## config.mk

```make
export PLATFORM = sky130hd
export DESIGN_NAME = ber_tlv_header_parser_core
export DESIGN_NICKNAME = d
export VERILOG_FILES = /design/src/bertlv_pkg.sv /design/src/bertlv_parse.sv /design/src/ber_tlv_header_parser_core.sv
export VERILOG_INCLUDE_DIRS = /design/src /design/src/src
export SDC_FILE = /design/constraint.sdc
export NUM_CORES = 1
export LEC_CHECK = 0
export ABC_CLOCK_PERIOD_IN_PS = 6900
export BUFFER_PORTS_ARGS = -buffer_cell sky130_fd_sc_hd__buf_2
export CAP_MARGIN = 15
export CORE_MARGIN = 2
export CORE_UTILIZATION = 37
export DETAILED_ROUTE_END_ITERATION = 8
export GPL_ROUTABILITY_DRIVEN = 0
export RECOVER_POWER = 100
export SYNTH_ARGS = -nofsm -noshare
export SYNTH_HDL_FRONTEND = slang
export SYNTH_SLANG_ARGS = --single-unit
```

## constraint.sdc

```tcl
create_clock -name clk -period 6.9 [get_ports clk]
set_clock_uncertainty 0.05 [all_clocks]
set_input_delay 1.725 -clock clk [delete_from_list [all_inputs] [get_ports clk]]
set_output_delay 1.725 -clock clk [all_outputs]
set_load 0.02 [all_outputs]
```

## src/assert_macros.svh

```systemverilog
// Assertion helpers for the RTL files; the parser core includes them.
`ifndef ASSERT_MACROS_SVH
`define ASSERT_MACROS_SVH

`ifndef SYNTHESIS

// Checks an implication on every rising edge outside reset.
`define ASSERT_CLK(lbl, clk, rst, prop, msg) \
  lbl: assert property (@(posedge clk) disable iff (rst) (prop)) else $error(msg);

// Checks that a condition never holds on any rising edge outside reset.
`define ASSERT_NEVER(lbl, clk, rst, cond, msg) \
  lbl: assert property (@(posedge clk) disable iff (rst) !(cond)) else $error(msg);

`else

`define ASSERT_CLK(lbl, clk, rst, prop, msg)
`define ASSERT_NEVER(lbl, clk, rst, cond, msg)

`endif

`endif

```

## src/bertlv_pkg.sv

```systemverilog
package bertlv_pkg;

  localparam int LEN_WIDTH_DEF = 16;

  // Tag byte whose low five bits are all ones announces further tag bytes.
  localparam logic [4:0] TAG_EXT_CODE = 5'h1F;
  localparam int         TAG_MAX_BYTES = 4;

  // Long length forms: 0x81 to 0x84 give one to four length bytes.
  localparam logic [7:0] LEN_LONG_MIN = 8'h81;
  localparam logic [7:0] LEN_LONG_MAX = 8'h84;

  typedef enum logic [2:0] {
    ST_OK       = 3'd0,
    ST_TRUNC    = 3'd1,
    ST_TAG_LONG = 3'd2,
    ST_TAG_ZERO = 3'd3,
    ST_BAD_LEN  = 3'd4,
    ST_OVER     = 3'd5
  } status_t;

  typedef struct packed {
    status_t     status;
    logic [31:0] tag;
    logic [2:0]  tag_bytes;
    logic [31:0] value_length;
    logic [3:0]  header_bytes;
  } res_t;

endpackage

```

## src/bertlv_parse.sv

```systemverilog
module bertlv_parse #(
  parameter int LEN_WIDTH = bertlv_pkg::LEN_WIDTH_DEF
) (
  input  logic              clk,
  input  logic              rst,
  input  logic              accept,
  input  logic              start_req,
  input  logic [7:0]        data_byte,
  input  logic [15:0]       buffer_len,
  output logic              res_valid,
  output bertlv_pkg::res_t  res
);
  import bertlv_pkg::*;

  typedef enum logic [2:0] {
    PH_IDLE,
    PH_TAG_FIRST,
    PH_TAG_MORE,
    PH_LEN_FIRST,
    PH_LEN_MORE
  } phase_t;

  phase_t                 phase, phase_next;
  logic [31:0]            tag_acc, tag_acc_next;
  logic [2:0]             tag_count, tag_count_next;
  logic [31:0]            len_acc, len_acc_next;
  logic [2:0]             len_left, len_left_next;
  logic [LEN_WIDTH-1:0]   remaining, remaining_next;
  logic [3:0]             header_count, header_count_next;

  logic [31:0]            blen_ext;
  logic [LEN_WIDTH-1:0]   rem_load;
  logic [31:0]            rem_ext;
  logic                   run;
  logic                   done;
  logic                   give;
  status_t                give_st;

  assign blen_ext = {16'b0, buffer_len};
  assign rem_load = blen_ext[LEN_WIDTH-1:0];

  always_comb begin
    rem_ext = '0;
    rem_ext[LEN_WIDTH-1:0] = remaining_next;
  end

  always_comb begin
    phase_next        = phase;
    tag_acc_next      = tag_acc;
    tag_count_next    = tag_count;
    len_acc_next      = len_acc;
    len_left_next     = len_left;
    remaining_next    = remaining;
    header_count_next = header_count;
    run     = 1'b0;
    done    = 1'b0;
    give    = 1'b0;
    give_st = ST_OK;

    if (accept) begin
      if (start_req) begin
        // A start byte always opens a new buffer, dropping any parse in progress.
        tag_acc_next      = '0;
        tag_count_next    = '0;
        len_acc_next      = '0;
        len_left_next     = '0;
        header_count_next = '0;
        remaining_next    = rem_load;
        if (rem_load == '0) begin
          give    = 1'b1;
          give_st = ST_TRUNC;
        end else begin
          phase_next = PH_TAG_FIRST;
          run        = 1'b1;
        end
      end else if (phase != PH_IDLE) begin
        run = 1'b1;
      end

      if (run) begin
        if (remaining_next != '0) begin
          remaining_next = remaining_next - 1'b1;
        end
        header_count_next = header_count_next + 4'd1;

        case (phase_next)
          PH_TAG_FIRST: begin
            tag_acc_next   = {24'b0, data_byte};
            tag_count_next = 3'd1;
            if (data_byte[4:0] == TAG_EXT_CODE) begin
              phase_next = PH_TAG_MORE;
            end else if (data_byte == 8'h00) begin
              give    = 1'b1;
              give_st = ST_TAG_ZERO;
            end else begin
              phase_next = PH_LEN_FIRST;
            end
          end
          PH_TAG_MORE: begin
            tag_acc_next   = {tag_acc_next[23:0], data_byte};
            tag_count_next = tag_count_next + 3'd1;
            if (data_byte[7]) begin
              if (tag_count_next >= 3'(TAG_MAX_BYTES)) begin
                give    = 1'b1;
                give_st = ST_TAG_LONG;
              end
            end else begin
              phase_next = PH_LEN_FIRST;
            end
          end
          PH_LEN_FIRST: begin
            if (data_byte >= LEN_LONG_MIN && data_byte <= LEN_LONG_MAX) begin
              // The low three bits of a long form give the count of length bytes.
              len_left_next = data_byte[2:0];
              phase_next    = PH_LEN_MORE;
            end else if (data_byte[7]) begin
              give    = 1'b1;
              give_st = ST_BAD_LEN;
            end else begin
              len_acc_next = {24'b0, data_byte};
              done         = 1'b1;
            end
          end
          PH_LEN_MORE: begin
            len_acc_next = {len_acc_next[23:0], data_byte};
            if (len_left_next != '0) begin
              len_left_next = len_left_next - 3'd1;
            end
            if (len_left_next == '0) begin
              done = 1'b1;
            end
          end
          default: begin
          end
        endcase

        if (!give) begin
          if (done) begin
            give    = 1'b1;
            give_st = (len_acc_next > rem_ext) ? ST_OVER : ST_OK;
          end else if (remaining_next == '0) begin
            give    = 1'b1;
            give_st = ST_TRUNC;
          end
        end
      end

      if (give) begin
        phase_next = PH_IDLE;
      end
    end
  end

  always_ff @(posedge clk) begin
    if (rst) begin
      phase        <= PH_IDLE;
      tag_acc      <= '0;
      tag_count    <= '0;
      len_acc      <= '0;
      len_left     <= '0;
      remaining    <= '0;
      header_count <= '0;
    end else if (accept) begin
      phase        <= phase_next;
      tag_acc      <= tag_acc_next;
      tag_count    <= tag_count_next;
      len_acc      <= len_acc_next;
      len_left     <= len_left_next;
      remaining    <= remaining_next;
      header_count <= header_count_next;
    end
  end

  assign res_valid        = give;
  assign res.status       = give_st;
  assign res.tag          = tag_acc_next;
  assign res.tag_bytes    = tag_count_next;
  assign res.value_length = len_acc_next;
  assign res.header_bytes = header_count_next;

endmodule

```

## src/ber_tlv_header_parser_core.sv

```systemverilog
// BER-TLV header parser.
// The input channel (in_valid, in_stall) carries one buffer byte per transfer.
// The first byte of a buffer comes with start_req high and buffer_len holding
// the total byte count; a start byte in the middle of a header restarts the parse.
// The output channel (out_valid, out_stall) carries at most one result per buffer: the
// tag, its byte count, the decoded value length, the header size and a status.
// It appears once the header is complete or at the first error; value bytes
// that follow produce nothing.
// Throughput is one byte per cycle while in_stall is low: the whole per-byte
// state update is a single pass of logic into the parse registers. A result is
// registered from the byte that ends the header and waits behind any earlier one.
// A two-entry output buffer lets bytes keep flowing while a result waits;
// in_stall rises only when both entries are full, so a stalled receiver holds
// back the input from the second pending result onwards.
// Reset (rst, synchronous) returns the parser to waiting for a start byte and
// empties the output buffer.
module ber_tlv_header_parser_core #(
  parameter int LEN_WIDTH = bertlv_pkg::LEN_WIDTH_DEF
) (
  input  logic        clk,
  input  logic        rst,
  input  logic        in_valid,
  output logic        in_stall,
  input  logic        start_req,
  input  logic [7:0]  data_byte,
  input  logic [15:0] buffer_len,
  output logic        out_valid,
  input  logic        out_stall,
  output logic [2:0]  status,
  output logic [31:0] tag,
  output logic [2:0]  tag_bytes,
  output logic [31:0] value_length,
  output logic [3:0]  header_bytes
);
  import bertlv_pkg::*;

`include "assert_macros.svh"

  logic accept;
  logic take;
  logic res_valid;
  res_t res;
  res_t out_r;
  res_t skid_r;
  logic skid_valid;

  assign in_stall = skid_valid;
  assign accept   = in_valid && !skid_valid;
  assign take     = out_valid && !out_stall;

  bertlv_parse #(
    .LEN_WIDTH(LEN_WIDTH)
  ) u_parse (
    .clk       (clk),
    .rst       (rst),
    .accept    (accept),
    .start_req (start_req),
    .data_byte (data_byte),
    .buffer_len(buffer_len),
    .res_valid (res_valid),
    .res       (res)
  );

  always_ff @(posedge clk) begin
    if (rst) begin
      out_valid  <= 1'b0;
      skid_valid <= 1'b0;
    end else if (skid_valid) begin
      if (take) begin
        out_r      <= skid_r;
        skid_valid <= 1'b0;
      end
    end else if (res_valid) begin
      if (!out_valid || take) begin
        out_r     <= res;
        out_valid <= 1'b1;
      end else begin
        skid_r     <= res;
        skid_valid <= 1'b1;
      end
    end else if (take) begin
      out_valid <= 1'b0;
    end
  end

  assign status       = out_r.status;
  assign tag          = out_r.tag;
  assign tag_bytes    = out_r.tag_bytes;
  assign value_length = out_r.value_length;
  assign header_bytes = out_r.header_bytes;

  `ASSERT_CLK(a_skid_behind_out, clk, rst, skid_valid |-> out_valid, "skid full, output empty")
  `ASSERT_NEVER(a_no_result_when_full, clk, rst, res_valid && skid_valid, "result lost")
  `ASSERT_NEVER(a_skid_fill, clk, rst, $rose(skid_valid) && !$past(out_stall), "bad skid fill")
  `ASSERT_CLK(a_skid_holds, clk, rst, (skid_valid && out_stall) |=> skid_valid, "skid drained early")

endmodule

```

==> out/results.tsv <==
metric	value	unit
hold slack	0.464	ns
Register Area	6350	µm²
CTS max path bufs	3	
H-tree Lvls	1	
Die X	178	µm
die area	31700	µm²
Worst-Margin Slew	1.75	ns
vias	7977	
Finished Layout Cells	1482	
Routed Antenna Nets	0	
HPWL Detailed	18.7	mm
Hold Vio Cnt, Final	0	
Rel. slew slack	-0.165	
kind of critical path	input port to flop	
Multi-input gate area	4490	µm²
cell chain of the critical path	clkbuf_1 -> buf_4 -> buf_4 -> nand2b_1 -> o31ai_1 -> nor4_1 -> a31oi_1 -> o21a_1 -> o22ai_1 -> ha_1 -> a21o_1 -> a21o_1 -> a21oi_1 -> o21ai_0 -> a2bb2oi_1 -> o311ai_0 -> nor3_1 -> a221o_1	
most common cell after layout, fill and taps aside	edfxtp_1	
P&R area growth vs syn	14.6	%
crit-path max FO	40	
DP Cell Count	1431	
Power Dens Cells	249	nW/µm²
GR Util met3	0.0249	
Fillers	2843	
postcts setup bufs	0	
Syn Nets	1018	
Ys Warns	0	
# IOs	105	
worst-case reg-to-reg path depth	11	
met1 Usage GRT	0.248	
overall power	3.19	mW
worst min path class	flop to flop	
Critical Path AT	6.44	ns
largest net degree at the start of global routing	67	
Num Clock Sinks	243	
critical path data required time	7.13	ns
Cells after Synth	967	
grt met2 use	0.269	
Clock Latency Late Sink	0.53	ns
Rows	63	
CP max-delay cell	o31ai_1	
period utilization	0.900	
sequential area share after synthesis	0.567	
async set-reset flop share out of synthesis	0	
grt peak-use layer	met2	
CORE AREA	29700	µm²
Nets	1121	
worst r2r src	u_parse.remaining[0]	
#FFs+latches synth	243	
delay-heaviest family, CP	compound AO/OA/AOI/OAI gates	
Worst setup SP type	input port	
CP bufs+invs	3	
clock transition at the registers of the reported paths	0.06	ns
worst setup path endpoint	status[0]	
antenna violations before repair	2	
leakage	4.81	nW
CP peak stage delay	0.81	ns
Routed WL per cell	18.3	µm
Overall Global Routing Usage	0.172	
Main synth FF type	edfxtp_1	
CTS Root Cell	clkbuf_16	
setup_tns	0	ns
Vias/cell	5.38	
WP depth	18	
Setup crit start	start_req	
CTS tree	built	
Cell Area, Synth	11200	µm²
port bufs	104	
Num CTS Buffers	27	
global-route wire length before repair	43.0	mm
number of synthesized flops with an enable pin	148	
setup violators final	0	
DRC viols	0	
post-synth cell types	73	
unrepaired setup endpoints after global routing	false	
grt ovf	0	
placed inst area	12200	µm²
Die H	178	µm
layout cells sized above 1	0.146	
FF-to-FF End	skid_r[53]	
Initial Utilization	0.377	
Post-Layout Inst Area	12800	µm²
most frequent cells in the layout	edfxtp_1, clkbuf_1, dfxtp_1, nor2_1, nor2b_1	
status	finished, violations left	
Max Cap Viol	2	
hold_buf cts	0	
FF-to-FF setup slack	1.96	ns
syn_area_per_cell	11.6	µm²
worst vdd ir	190	µV
failing checks	max-capacitance violations, max-slew violations	
Post-Route WL	27.1	mm
post-layout min period	6.21	ns
DRT iter0 DRCs	665	
fmax	161	MHz
drt first pass iters	6	
crit end category	flop	
max-slew violation count	102	
cts repair resizes	0	
vias in the first global route	7551	
==> kinds of logic (layout without fill, tap and decap cells) <==
kind of cell / count (synthesis) / count (layout) / synth area share
buf+inv: 85 / 209 / 0.0303
simple gates: 295 / 295 / 0.137
other cells: 0 / 1 / 0
flops: 243 / 243 / 0.567
mux: 88 / 88 / 0.0875
fa+ha+maj: 22 / 22 / 0.0246
compound gates: 220 / 220 / 0.142
xor+xnor: 14 / 14 / 0.0116
==> per-layer routing <==
metal,vias up,part of all wire
met4,2,0.020
met5,-,0.00048
met1,3882,0.47
met2,212,0.46
met3,40,0.053
li1,3841,-
==> sequential cells by signal, summed over array words and instances, names as in the netlist, 4 cells and up <==
name,cells
u_parse.remaining,16
header_bytes,4
value_length,32
skid_r,74
u_parse.len_acc,32
u_parse.tag_acc,32
tag,32
u_parse.header_count,4
==> final cells by class <==
class / instances / area share
inverter: 33 / 0.00965
timing repair buffer: 126 / 0.0441
antenna: 1 / 0.000195
sequential: 243 / 0.495
clock buffer: 39 / 0.0562
multi-input combinational: 639 / 0.350
clock inverter: 11 / 0.00721
tap: 390 / 0.0380
==> worst min-delay path by stage <==
stage	start	end	slack (ns)	depth (start not counted)
2_1_floorplan	u_parse.len_left[2]	u_parse.len_left[2]	0.40	2
3_3_place_gp	u_parse.len_left[2]	u_parse.len_left[2]	0.42	2
3_5_place_dp	u_parse.len_left[2]	u_parse.len_left[2]	0.45	2
4_1_cts	u_parse.len_left[2]	u_parse.len_left[2]	0.46	2
5_1_grt	u_parse.len_left[1]	u_parse.len_left[1]	0.50	2
6_report	u_parse.len_left[2]	u_parse.len_left[2]	0.46	2
==> worst min-delay path: stages (launching register included) <==
cell,delay (ns)
dfxtp_1,0.33
a32oi_1,0.06
nor2_1,0.09
==> power by group <==
group / switching (mW) / total [mW] / internal, mW
Sequential: 0.0198 / 1.58 / 1.56
Clock: 0.560 / 1.33 / 0.766
Combinational: 0.186 / 0.285 / 0.0995
Total: 0.765 / 3.19 / 2.42
==> Yosys cell counts, drive strengths merged (4+ instances only) <==
cell    instances  area, µm²
nor4b           4       35.0
ha             22        275
o31ai           5       37.5
o21ai          44        220
and2            7       43.8
nor2           74        278
mux2           69        777
clkbuf         40        150
nand2b          7       43.8
inv            32        120
edfxtp        148       4440
dfxtp          95       1900
buf            12       65.1
o22ai           7       43.8
o21a            9       67.6
a32oi           4       35.0
nand3          17       85.1
nor4           19        125
mux2i          18        180
xor2            6       52.6
nand4           9       56.3
nor3           20        100
nor2b          69        432
xnor2           8       77.6
a22oi          12       90.1
a31oi           7       58.8
a21o            9       67.6
nand3b          4       30.0
a21oi          35        175
a22o           58        509
nand2          49        184
==> stage by stage <==
stage | utilization | worst slack (ns)
3_3_place_gp | 0.411 | 0.534
4_1_cts | 0.438 | 0.956
6_report | 0.432 | 0.691
5_1_grt | 0.432 | 0.240
3_5_place_dp | 0.411 | 0.428
2_1_floorplan | - | 0.435
(Power assumes the default switching activity.)
